**config.mk**
```make
export PLATFORM = sky130hd
export DESIGN_NAME = adc_trimmed_mean_two_point_cal_top
export DESIGN_NICKNAME = d
export VERILOG_FILES = /design/src/hdl/atm_pkg.sv /design/src/hdl/adc_trimmed_mean_two_point_cal_top.sv /design/src/hdl/atm_datapath.sv /design/src/hdl/atm_ctrl.sv
export SDC_FILE = /design/constraint.sdc
export NUM_CORES = 2
export LEC_CHECK = 0
export ABC_AREA = 1
export BUFFER_PORTS_ARGS = -buffer_cell sky130_fd_sc_hd__buf_2
export CORE_MARGIN = 8
export CORE_UTILIZATION = 55
export DETAILED_ROUTE_END_ITERATION = 8
export HOLD_SLACK_MARGIN = 0.02
export PLACE_DENSITY = 0.78
export SETUP_SLACK_MARGIN = 0.1
export SYNTH_ARGS = -nofsm -noshare
export SYNTH_HDL_FRONTEND = slang
export SYNTH_SLANG_ARGS = --single-unit
export TNS_END_PERCENT = 20
```
**constraint.sdc**
```tcl
create_clock -name aclk -period 14.86 [get_ports aclk]
set_input_delay 1.486 -clock aclk [delete_from_list [all_inputs] [get_ports aclk]]
set_output_delay 1.486 -clock aclk [all_outputs]
set_load 0.01 [all_outputs]
```
**src/hdl/atm_pkg.sv**
```systemverilog
// Shared types and constants for the trimmed-mean calibration block.
package atm_pkg;

    localparam int CODE_W    = 16;
    localparam int MV_W      = 12;
    localparam int SUM_W     = 18;
    localparam int VOLT_W    = 16;
    localparam int CH_TOTAL  = 8;
    localparam int CH_REF_LOW  = 0;
    localparam int CH_REF_HIGH = 4;
    localparam int NUM_MEAS  = 6;
    localparam int CFG_IDX_W = 1;

    localparam logic [CFG_IDX_W-1:0] REG_REF_LOW_MV  = 1'd0;
    localparam logic [CFG_IDX_W-1:0] REG_REF_HIGH_MV = 1'd1;

    localparam logic [11:0] REF_LOW_MV_RST  = 12'd420;
    localparam logic [11:0] REF_HIGH_MV_RST = 12'd1653;

    // Clamp applied to the rounded quotient before the offset is added.
    localparam logic [16:0] Q_CLAMP = 17'd100000;

    typedef struct packed {
        logic [CODE_W-1:0] ref_low_code;
        logic [CODE_W-1:0] chan_a1_code;
        logic [CODE_W-1:0] chan_a2_code;
        logic [CODE_W-1:0] chan_a3_code;
        logic [CODE_W-1:0] ref_high_code;
        logic [CODE_W-1:0] chan_b1_code;
        logic [CODE_W-1:0] chan_b2_code;
        logic [CODE_W-1:0] chan_b3_code;
    } in_item_t;

    typedef struct packed {
        logic [SUM_W-1:0]         ref_low_sum;
        logic [SUM_W-1:0]         ref_high_sum;
        logic signed [VOLT_W-1:0] volt_a1;
        logic signed [VOLT_W-1:0] volt_a2;
        logic signed [VOLT_W-1:0] volt_a3;
        logic signed [VOLT_W-1:0] volt_b1;
        logic signed [VOLT_W-1:0] volt_b2;
        logic signed [VOLT_W-1:0] volt_b3;
        logic                     cal_invalid;
    } out_item_t;

    // Commands from the controller to the datapath.
    typedef struct packed {
        logic store;      // write the accepted set into the store
        logic rank_start; // clear rank counters for a new candidate
        logic rank_step;  // compare the candidate against one sample
        logic rank_done;  // add the candidate if its rank is in the window
        logic cal_start;  // latch the reference sums and the reference span
        logic div_start;  // start the divider for the current channel
        logic cal_finish; // write the rounded voltage of the current channel
        logic out_load;   // move the finished result to the output register
    } atm_cmd_t;

    typedef struct packed {
        logic div_busy;
    } atm_sts_t;

    // Map of measured-channel slot to input channel.
    function automatic logic [2:0] meas_chan(input logic [2:0] k);
        logic [2:0] r;
        case (k)
            3'd0: r = 3'd1;
            3'd1: r = 3'd2;
            3'd2: r = 3'd3;
            3'd3: r = 3'd5;
            3'd4: r = 3'd6;
            default: r = 3'd7;
        endcase
        return r;
    endfunction

endpackage

```
**src/hdl/adc_trimmed_mean_two_point_cal_top.sv**
```systemverilog
// Each accepted request is written into the sample memory one channel a cycle. The last
// set of a burst starts the end-of-burst work: every stored sample is ranked against its
// channel by a scan of the memory port, then six calibrated voltages come from a
// restoring divider. The result waits in an output register; while the burst work
// runs, no request is accepted.
module adc_trimmed_mean_two_point_cal_top
    import atm_pkg::*;
#(
    parameter int BURST_LEN    = 10,
    parameter int KEEP_FIRST   = 3,
    parameter int KEEP_COUNT   = 4,
    parameter int NUM_CHANNELS = 8
) (
    input  logic                 aclk,
    input  logic                 aresetn,
    input  logic                 s_valid,
    output logic                 s_ready,
    input  in_item_t             s_data,
    output logic                 m_valid,
    input  logic                 m_ready,
    output out_item_t            m_data,
    input  logic                 cfg_valid,
    output logic                 cfg_ready,
    input  logic [CFG_IDX_W-1:0] cfg_index,
    input  logic [MV_W-1:0]      cfg_data
);

    localparam int IDX_W = $clog2(BURST_LEN + 1);
    localparam int ACC_W = CODE_W + $clog2(KEEP_COUNT + 1);

    atm_cmd_t cmd;
    atm_sts_t sts;
    logic [IDX_W-1:0] wr_idx, cand_idx, scan_idx;
    logic [2:0] ch_sel, meas_sel;
    logic [MV_W-1:0] ref_low_mv_reg, ref_high_mv_reg;
    in_item_t in_hold_reg;

    assign cfg_ready = 1'b1;

    always_ff @(posedge aclk) begin
        if (!aresetn) begin
            ref_low_mv_reg  <= REF_LOW_MV_RST;
            ref_high_mv_reg <= REF_HIGH_MV_RST;
        end else if (cfg_valid) begin
            case (cfg_index)
                REG_REF_LOW_MV:  ref_low_mv_reg  <= cfg_data;
                REG_REF_HIGH_MV: ref_high_mv_reg <= cfg_data;
                default: ;
            endcase
        end
    end

    always_ff @(posedge aclk) begin
        if (s_valid && s_ready) in_hold_reg <= s_data;
    end

    atm_ctrl #(.BURST_LEN(BURST_LEN), .IDX_W(IDX_W)) u_ctrl (
        .aclk, .aresetn, .s_valid, .s_ready, .m_valid, .m_ready,
        .sts, .cmd, .wr_idx, .ch_sel, .cand_idx, .scan_idx, .meas_sel
    );

    atm_datapath #(
        .BURST_LEN(BURST_LEN), .KEEP_FIRST(KEEP_FIRST), .KEEP_COUNT(KEEP_COUNT),
        .NUM_CHANNELS(NUM_CHANNELS), .IDX_W(IDX_W), .ACC_W(ACC_W)
    ) u_dp (
        .aclk, .aresetn, .cmd, .sts, .in_item(in_hold_reg), .wr_idx, .ch_sel,
        .cand_idx, .scan_idx, .meas_sel,
        .ref_low_mv(ref_low_mv_reg), .ref_high_mv(ref_high_mv_reg),
        .result(m_data)
    );

endmodule

```
**src/hdl/atm_datapath.sv**
```systemverilog
// Datapath: sample memory, rank-count trimmed sums and serial calibration divider.
module atm_datapath
    import atm_pkg::*;
#(
    parameter int BURST_LEN    = 10,
    parameter int KEEP_FIRST   = 3,
    parameter int KEEP_COUNT   = 4,
    parameter int NUM_CHANNELS = 8,
    parameter int IDX_W        = 4,
    parameter int ACC_W        = 20
) (
    input  logic              aclk,
    input  logic              aresetn,
    input  atm_cmd_t          cmd,
    output atm_sts_t          sts,
    input  in_item_t          in_item,
    input  logic [IDX_W-1:0]  wr_idx,
    input  logic [2:0]        ch_sel,
    input  logic [IDX_W-1:0]  cand_idx,
    input  logic [IDX_W-1:0]  scan_idx,
    input  logic [2:0]        meas_sel,
    input  logic [MV_W-1:0]   ref_low_mv,
    input  logic [MV_W-1:0]   ref_high_mv,
    output out_item_t         result
);

    localparam int DEPTH  = CH_TOTAL * BURST_LEN;
    localparam int ADDR_W = $clog2(DEPTH);
    localparam int NUM_W  = ACC_W + 14;
    localparam int DEN_W  = ACC_W + 1;
    localparam int QW     = NUM_W + 2;
    localparam int DIV_CNT_W = $clog2(QW + 1);

    logic [CODE_W-1:0] mem [DEPTH];
    logic [CODE_W-1:0] codes [CH_TOTAL];
    logic [CODE_W-1:0] cand_reg, samp_reg;
    logic              cand_phase_reg;
    logic [IDX_W:0]    less_reg, less_next, le_reg, le_next;
    logic [ACC_W-1:0]  sums_reg [CH_TOTAL];
    logic [ADDR_W-1:0] rd_addr;
    logic [IDX_W-1:0]  rd_sel;

    assign codes[0] = in_item.ref_low_code;
    assign codes[1] = in_item.chan_a1_code;
    assign codes[2] = in_item.chan_a2_code;
    assign codes[3] = in_item.chan_a3_code;
    assign codes[4] = in_item.ref_high_code;
    assign codes[5] = in_item.chan_b1_code;
    assign codes[6] = in_item.chan_b2_code;
    assign codes[7] = in_item.chan_b3_code;

    // The store is written one channel a cycle; the controller walks ch_sel.
    assign rd_sel  = cmd.rank_start ? cand_idx : scan_idx;
    assign rd_addr = ADDR_W'(32'(ch_sel) * BURST_LEN + 32'(cmd.store ? wr_idx : rd_sel));

    always_ff @(posedge aclk) begin
        if (cmd.store) begin
            mem[rd_addr] <= codes[ch_sel];
        end
        samp_reg <= mem[rd_addr];
    end

    // Rank of the candidate: count of samples below it and of those at or below it.
    // It occupies sorted positions less..le-1.
    always_comb begin
        less_next = less_reg;
        le_next   = le_reg;
        if (cmd.rank_step && !cand_phase_reg) begin
            if (samp_reg < cand_reg)  less_next = less_reg + 1'b1;
            if (samp_reg <= cand_reg) le_next   = le_reg + 1'b1;
        end
    end

    always_ff @(posedge aclk) begin
        if (!aresetn) begin
            cand_phase_reg <= 1'b0;
            less_reg <= '0;
            le_reg   <= '0;
        end else begin
            if (cmd.rank_start) begin
                cand_phase_reg <= 1'b1;
                less_reg <= '0;
                le_reg   <= '0;
            end else begin
                cand_phase_reg <= 1'b0;
                less_reg <= less_next;
                le_reg   <= le_next;
            end
        end
    end

    always_ff @(posedge aclk) begin
        if (cand_phase_reg) cand_reg <= samp_reg;
    end

    // Number of kept positions covered by this candidate's run of equal values.
    logic [IDX_W+1:0] lo_b, hi_b, win_hi;
    logic [IDX_W+1:0] mult;
    always_comb begin
        win_hi = (IDX_W+2)'(KEEP_FIRST + KEEP_COUNT);
        if (win_hi > (IDX_W+2)'(BURST_LEN)) win_hi = (IDX_W+2)'(BURST_LEN);
        lo_b = ({1'b0, less_reg} > (IDX_W+2)'(KEEP_FIRST)) ?
               {1'b0, less_reg} : (IDX_W+2)'(KEEP_FIRST);
        hi_b = ({1'b0, le_reg} < win_hi) ? {1'b0, le_reg} : win_hi;
        // Overlap of the run's sorted positions with the kept window.
        mult = (hi_b > lo_b) ? (hi_b - lo_b) : '0;
    end

    // Equal samples each see the same overlap; only the first of the run
    // (its rank index equals less) contributes the whole overlap.
    logic first_of_run_reg;
    logic [IDX_W:0] eq_before_reg;
    logic scan_idx_d_lt;
    logic [IDX_W-1:0] scan_d_reg;
    always_ff @(posedge aclk) begin
        if (!aresetn) begin
            eq_before_reg <= '0;
        end else if (cmd.rank_start) begin
            eq_before_reg <= '0;
        end else if (cmd.rank_step && !cand_phase_reg) begin
            if (samp_reg == cand_reg && scan_idx_d_lt) eq_before_reg <= eq_before_reg + 1'b1;
        end
    end
    always_ff @(posedge aclk) scan_d_reg <= scan_idx;
    assign scan_idx_d_lt = (scan_d_reg < cand_idx);
    assign first_of_run_reg = (eq_before_reg == '0);

    always_ff @(posedge aclk) begin
        for (int c = 0; c < CH_TOTAL; c++) begin
            if (cmd.store && wr_idx == '0 && ch_sel == 3'(c)) sums_reg[c] <= '0;
        end
        if (cmd.rank_done && first_of_run_reg && 32'(ch_sel) < NUM_CHANNELS) begin
            sums_reg[ch_sel] <= sums_reg[ch_sel] + ACC_W'(32'(cand_reg) * 32'(mult));
        end
    end

    // ---- Calibration: num = (s - sl) * (mvh - mvl); q = round(|num| / |den|).
    logic [ACC_W-1:0] sl_reg, sh_reg;
    logic signed [ACC_W+1:0] ds_reg;
    logic signed [MV_W+1:0]  dmv_reg;
    logic [NUM_W-1:0] an_reg;
    logic [DEN_W-1:0] ad_reg;
    logic neg_reg, inval_reg;
    logic [QW-1:0] rem_reg, quo_reg, dvd_reg;
    logic [DIV_CNT_W-1:0] dcnt_reg;
    logic busy_reg;
    logic [1:0] phase_reg;
    logic signed [VOLT_W-1:0] volt_reg [NUM_MEAS];

    assign sts.div_busy = busy_reg;

    logic signed [ACC_W+1:0] den_s;
    assign den_s = $signed({2'b0, sh_reg}) - $signed({2'b0, sl_reg});

    logic signed [NUM_W+1:0] prod;
    assign prod = ds_reg * dmv_reg;

    logic [QW:0] trial;
    assign trial = {rem_reg, dvd_reg[QW-1]} - {{(QW-DEN_W){1'b0}}, ad_reg, 1'b0};

    always_ff @(posedge aclk) begin
        if (!aresetn) begin
            busy_reg  <= 1'b0;
            phase_reg <= '0;
        end else begin
            if (cmd.cal_start) begin
                sl_reg    <= sums_reg[CH_REF_LOW];
                sh_reg    <= sums_reg[CH_REF_HIGH];
                dmv_reg   <= $signed({2'b0, ref_high_mv}) - $signed({2'b0, ref_low_mv});
            end
            if (cmd.div_start) begin
                ds_reg    <= $signed({2'b0, sums_reg[meas_chan(meas_sel)]})
                             - $signed({2'b0, sl_reg});
                busy_reg  <= 1'b1;
                phase_reg <= 2'd1;
            end else if (phase_reg == 2'd1) begin
                // Register the product before the divider consumes it.
                neg_reg   <= (prod < 0) != (den_s < 0);
                an_reg    <= NUM_W'(prod < 0 ? -prod : prod);
                ad_reg    <= DEN_W'(den_s < 0 ? -den_s : den_s);
                phase_reg <= 2'd2;
            end else if (phase_reg == 2'd2) begin
                // Dividend 2|num| + |den|, divisor 2|den|.
                dvd_reg   <= QW'({an_reg, 1'b0}) + QW'(ad_reg);
                rem_reg   <= '0;
                quo_reg   <= '0;
                dcnt_reg  <= DIV_CNT_W'(QW);
                phase_reg <= 2'd3;
            end else if (phase_reg == 2'd3) begin
                if (dcnt_reg == '0) begin
                    busy_reg  <= 1'b0;
                    phase_reg <= '0;
                end else begin
                    if (!trial[QW]) begin
                        rem_reg <= trial[QW-1:0];
                        quo_reg <= {quo_reg[QW-2:0], 1'b1};
                    end else begin
                        rem_reg <= {rem_reg[QW-2:0], dvd_reg[QW-1]};
                        quo_reg <= {quo_reg[QW-2:0], 1'b0};
                    end
                    dvd_reg  <= {dvd_reg[QW-2:0], 1'b0};
                    dcnt_reg <= dcnt_reg - 1'b1;
                end
            end
        end
    end

    logic [16:0] qc;
    logic signed [18:0] v;
    always_comb begin
        qc = (quo_reg > QW'(Q_CLAMP)) ? Q_CLAMP : quo_reg[16:0];
        v  = $signed({7'b0, ref_low_mv}) + (neg_reg ? -$signed({2'b0, qc}) :
             $signed({2'b0, qc}));
        if (v > 19'sd32767) v = 19'sd32767;
        if (v < -19'sd32768) v = -19'sd32768;
    end

    always_ff @(posedge aclk) begin
        if (cmd.cal_start) inval_reg <= (sums_reg[CH_REF_LOW] == sums_reg[CH_REF_HIGH]);
        if (cmd.cal_finish) volt_reg[meas_sel] <= inval_reg ? '0 : VOLT_W'(v);
    end

    function automatic logic [SUM_W-1:0] sat_sum(input logic [ACC_W-1:0] s);
        return (s > ACC_W'(2**SUM_W - 1)) ? '1 : SUM_W'(s);
    endfunction

    always_ff @(posedge aclk) begin
        if (cmd.out_load) begin
            result.ref_low_sum  <= sat_sum(sl_reg);
            result.ref_high_sum <= sat_sum(sh_reg);
            result.volt_a1 <= volt_reg[0];
            result.volt_a2 <= volt_reg[1];
            result.volt_a3 <= volt_reg[2];
            result.volt_b1 <= volt_reg[3];
            result.volt_b2 <= volt_reg[4];
            result.volt_b3 <= volt_reg[5];
            result.cal_invalid <= inval_reg;
        end
    end

endmodule

```
**src/hdl/atm_ctrl.sv**
```systemverilog
// Controller: sequences storage, ranking, calibration and the output handshake.
module atm_ctrl
    import atm_pkg::*;
#(
    parameter int BURST_LEN = 10,
    parameter int IDX_W     = 4
) (
    input  logic             aclk,
    input  logic             aresetn,
    input  logic             s_valid,
    output logic             s_ready,
    output logic             m_valid,
    input  logic             m_ready,
    input  atm_sts_t         sts,
    output atm_cmd_t         cmd,
    output logic [IDX_W-1:0] wr_idx,
    output logic [2:0]       ch_sel,
    output logic [IDX_W-1:0] cand_idx,
    output logic [IDX_W-1:0] scan_idx,
    output logic [2:0]       meas_sel
);

    localparam logic [3:0] ST_IDLE  = 4'd0;
    localparam logic [3:0] ST_STORE = 4'd1;
    localparam logic [3:0] ST_CAND  = 4'd2;
    localparam logic [3:0] ST_SCAN  = 4'd3;
    localparam logic [3:0] ST_TAIL  = 4'd4;
    localparam logic [3:0] ST_ADD   = 4'd5;
    localparam logic [3:0] ST_CALS  = 4'd6;
    localparam logic [3:0] ST_DIV   = 4'd7;
    localparam logic [3:0] ST_WAIT  = 4'd8;
    localparam logic [3:0] ST_FIN   = 4'd9;
    localparam logic [3:0] ST_OUT   = 4'd10;

    localparam logic [IDX_W-1:0] LAST = IDX_W'(BURST_LEN - 1);

    logic [3:0] state_reg, state_next;
    logic [IDX_W-1:0] cnt_reg, cnt_next, cand_reg, cand_next, scan_reg, scan_next;
    logic [2:0] ch_reg, ch_next, meas_reg, meas_next;
    logic m_valid_reg, m_valid_next;

    assign s_ready  = (state_reg == ST_IDLE);
    assign m_valid  = m_valid_reg;
    assign wr_idx   = cnt_reg;
    assign ch_sel   = ch_reg;
    assign cand_idx = cand_reg;
    assign scan_idx = scan_reg;
    assign meas_sel = meas_reg;

    always_comb begin
        state_next = state_reg;
        cnt_next = cnt_reg; cand_next = cand_reg; scan_next = scan_reg;
        ch_next = ch_reg; meas_next = meas_reg;
        m_valid_next = m_valid_reg;
        cmd = '0;
        if (m_valid_reg && m_ready) m_valid_next = 1'b0;
        case (state_reg)
            ST_IDLE: begin
                if (s_valid) begin
                    state_next = ST_STORE;
                    ch_next = '0;
                end
            end
            ST_STORE: begin
                cmd.store = 1'b1;
                ch_next = ch_reg + 1'b1;
                if (ch_reg == 3'(CH_TOTAL - 1)) begin
                    if (cnt_reg == LAST) begin
                        cnt_next = '0;
                        ch_next = '0;
                        cand_next = '0;
                        state_next = ST_CAND;
                    end else begin
                        cnt_next = cnt_reg + 1'b1;
                        state_next = ST_IDLE;
                    end
                end
            end
            ST_CAND: begin
                cmd.rank_start = 1'b1;
                scan_next = '0;
                state_next = ST_SCAN;
            end
            ST_SCAN: begin
                // Memory read data arrives in the cycle after the address.
                if (scan_reg != '0) cmd.rank_step = 1'b1;
                if (scan_reg == LAST) begin
                    state_next = ST_TAIL;
                end else begin
                    scan_next = scan_reg + 1'b1;
                end
            end
            ST_TAIL: begin
                cmd.rank_step = 1'b1;
                state_next = ST_ADD;
            end
            ST_ADD: begin
                cmd.rank_done = 1'b1;
                if (cand_reg == LAST) begin
                    cand_next = '0;
                    if (ch_reg == 3'(CH_TOTAL - 1)) begin
                        state_next = ST_CALS;
                    end else begin
                        ch_next = ch_reg + 1'b1;
                        state_next = ST_CAND;
                    end
                end else begin
                    cand_next = cand_reg + 1'b1;
                    state_next = ST_CAND;
                end
            end
            ST_CALS: begin
                cmd.cal_start = 1'b1;
                meas_next = '0;
                state_next = ST_DIV;
            end
            ST_DIV: begin
                cmd.div_start = 1'b1;
                state_next = ST_WAIT;
            end
            ST_WAIT: begin
                if (!sts.div_busy) state_next = ST_FIN;
            end
            ST_FIN: begin
                cmd.cal_finish = 1'b1;
                if (meas_reg == 3'(NUM_MEAS - 1)) begin
                    state_next = ST_OUT;
                end else begin
                    meas_next = meas_reg + 1'b1;
                    state_next = ST_DIV;
                end
            end
            ST_OUT: begin
                if (!m_valid_reg || m_ready) begin
                    cmd.out_load = 1'b1;
                    m_valid_next = 1'b1;
                    ch_next = '0;
                    state_next = ST_IDLE;
                end
            end
            default: state_next = ST_IDLE;
        endcase
    end

    always_ff @(posedge aclk) begin
        if (!aresetn) begin
            state_reg <= ST_IDLE;
            cnt_reg <= '0; cand_reg <= '0; scan_reg <= '0;
            ch_reg <= '0; meas_reg <= '0;
            m_valid_reg <= 1'b0;
        end else begin
            state_reg <= state_next;
            cnt_reg <= cnt_next; cand_reg <= cand_next; scan_reg <= scan_next;
            ch_reg <= ch_next; meas_reg <= meas_next;
            m_valid_reg <= m_valid_next;
        end
    end

endmodule

```
==> metrics.txt <==
Setup crit end kind=register; WL/cell=23.3 µm; Hold Vio Cnt, Final=0; io pins=282; Pins Over Slew Limit=0; Setup WS pre-CTS=7140 ps; final worst slack=about 7000 ps; critical path data required time=approximately 15000 ps; vias in the first global route=67928; TritonCTS clock tree=yes; share of cells above drive strength 1=0.103; post-CTS sizing=0; Initial Util=0.554; sequential share of power=0.471; vias post-DR=~68000; Unique masters post-synth=64; Ys Warns=0; Tcrit/Tclk final=0.529; clock share of power=0.356; async set-or-reset flop fraction in the synthesized netlist=0; Slew headroom=0.220; critical path class=reg2reg; setup TNS=0 ps; # fillers=~13000; Sw Ratio=0.289; global-route wire length before repair=399000 µm; Worst Path Max Fanout=13; Inserted Clock Buffers=203; cts hold-fix bufs=0; postcts setup bufs=0; DR iter-0 viols=around 8400; leak pwr=roughly 43 nW; max reg flops=1280; GR Overflow Total=0; Clock transition at path regs=about 60 ps; Final Setup Violations=0; port bufs=280; #FFs+latches synth=2131; Crit path max-delay family=adder cells; post-route antenna net violation count=0; largest net degree at the start of global routing=approximately 120; GRT Total Usage=0.261; Post-synth EDFFs=2042; Syn Std Cell Area=between 0.1 and 0.15 mm²; std cell rows=156; commonest non-fill, non-tap cell in the layout=edfxtp_1; CTS Buffer Depth=3; clk_lat worst skew=850 ps; P_sw=roughly 4.4 mW; outcome=finished clean; CP dominant cell by count=inv_1; via-per-instance ratio=~6; area delta synth->final=11.6%; critical path's slowest cell=fa_1; pin slew with the least headroom to its limit=1170 ps; Pre-Repair DR Iteration Count=7; area of the multi-input gates=0.0324 mm²; Int Power=approximately 11 mW; die width=443 µm; die area=0.196 mm²; # Max-Cap Violations=0; WP buf/inv=7; Remaining DRCs=0; register area=0.0631 mm²; syn_area_per_cell=11.9 µm²; min-delay worst type=reg2reg; CP max stage delay=590 ps; antenna violations before repair=5; Fin Hold WS=about 370 ps; final critical-path required period=7860 ps; Core ar.=0.181 mm²; part of the power in combinational logic=0.174; fmax=0.127 GHz; routed wire length=264000 µm; Nets=about 9500; Pwr per Cell Area=135 mW/mm²; crit start category=register; die height=443 µm; Final Wtd Congestion=0.943; H-tree levels=4; unrepaired setup endpoints after global routing=false; Final HPWL DP=167000 µm; Clock Tree Root=clkbuf_16; Synth Flop Type=edfxtp_1; # clock sinks=between 2000 and 2500; commonest cells after routing, fill and taps aside=2042 x edfxtp_1, 1784 x nand2_1, 892 x inv_1; Data arrival, critical path=8360 ps; sequential fraction of the synthesis area=0.630; Peak VDD IR=142 µV; Cells after Synth=8411; Setup Skew=approximately 90 ps
-- cell usage after synthesis, types with 10 or more instances --
library cell  instances  area (µm²)
edfxtp_1           2042       61300
nand2_1            1785        6700
inv_1               893        3350
nor2_1              583        2190
a21oi_1             348        1740
fa_1                317        6350
o21ai_0             309        1550
nand3_1             279        1400
ha_1                271        3390
clkbuf_1            196         736
a221oi_1            185        1620
a22o_1              168        1470
nand4_1             165        1030
xor2_1              151        1320
dfxtp_1              89        1780
buf_2                82         410
xnor2_1              66         578
or2_2                60         375
nor3_1               58         290
buf_1                38         143
o211ai_1             32         240
a31oi_1              29         181
a32o_1               28         280
nor4_1               23         144
a211oi_1             22         165
inv_2                22        82.6
o31ai_1              18         135
a22oi_1              15         113
o21bai_1             11        82.6
nor2_2               10        62.6
o21ai_1              10        50.1
-- logic make-up after synthesis --
group | after synthesis | share of synthesized area
multiplexers | 1 | 0.000100
AND/OR/NAND/NOR | 3004 | 0.125
adder cells (fa/ha/maj) | 588 | 0.0972
AO/OA/AOI/OAI | 1224 | 0.0802
flip-flops | 2131 | 0.630
buffers and inverters | 1244 | 0.0480
other | 2 | 0.0000750
XOR/XNOR | 217 | 0.0190
-- area by class of cell --
cell class,instances,share of cell area
Sequential cell,2131,0.565
Multi-Input combinational cell,5037,0.290
Clock buffer,233,0.0467
Inverter,922,0.0313
Tap cell,2370,0.0265
Timing Repair Buffer,459,0.0247
Clock inverter,147,0.0161
Antenna cell,2,0.0000448
-- through the flow --
stage | cell area, µm² | util | std cells | power, mW
2_1_floorplan | 100000 | - | 8412 | 8.76
3_3_place_gp | 105000 | 0.579 | 10919 | 9.69
3_5_place_dp | 105000 | 0.579 | 10919 | 9.76
4_1_cts | 112000 | 0.618 | 11299 | 15.1
5_1_grt | 112000 | 0.618 | 11300 | 15.5
6_report | 112000 | 0.618 | 11301 | 15.1
-- routing by layer --
metal	vias to the layer above	global-route usage	part of all wire
met5	-	0	0.00010
met4	4	0.111	0.047
met3	719	0.0487	0.11
met2	4391	0.429	0.47
met1	32823	0.342	0.37
li1	30059	-	-
-- power groups by stage --
| stage | logic (mW) | clock network [mW] | registers (mW) |
|---|---|---|---|
| after floorplan | 1.50 | 0 | 7.26 |
| after global placement | 2.47 | 0 | 7.22 |
| after detailed placement | 2.53 | 0 | 7.23 |
| after CTS | 2.55 | 5.41 | 7.10 |
| after global routing | 2.78 | 5.64 | 7.11 |
| final | 2.63 | 5.37 | 7.11 |
-- worst reg2reg max path: cells and delay by family (launching register included) --
kind,cells,cell delay [ps]
AO/OA/AOI/OAI,4,650
XOR/XNOR,1,520
adder cells (fa/ha/maj),8,2950
buffers and inverters,7,740
flip-flops,1,350
AND/OR/NAND/NOR,16,2310
-- path summary, 6_finish.rpt --
check	cells after the start	start	slack (ps)	endpoint
max	36	u_dp.less_reg[0]$_SDFFE_PP0P_	7000	u_dp.sums_reg[4][16]$_SDFFCE_PN0P_
min	0	u_ctrl.scan_idx[3]$_SDFFE_PN0P_	370	u_dp.scan_d_reg[3]$_DFF_P_
max reg2reg	36	u_dp.less_reg[0]$_SDFFE_PP0P_	7000	u_dp.sums_reg[4][16]$_SDFFCE_PN0P_
min reg2reg	0	u_ctrl.scan_idx[3]$_SDFFE_PN0P_	370	u_dp.scan_d_reg[3]$_DFF_P_
(Power assumes the default switching activity.)
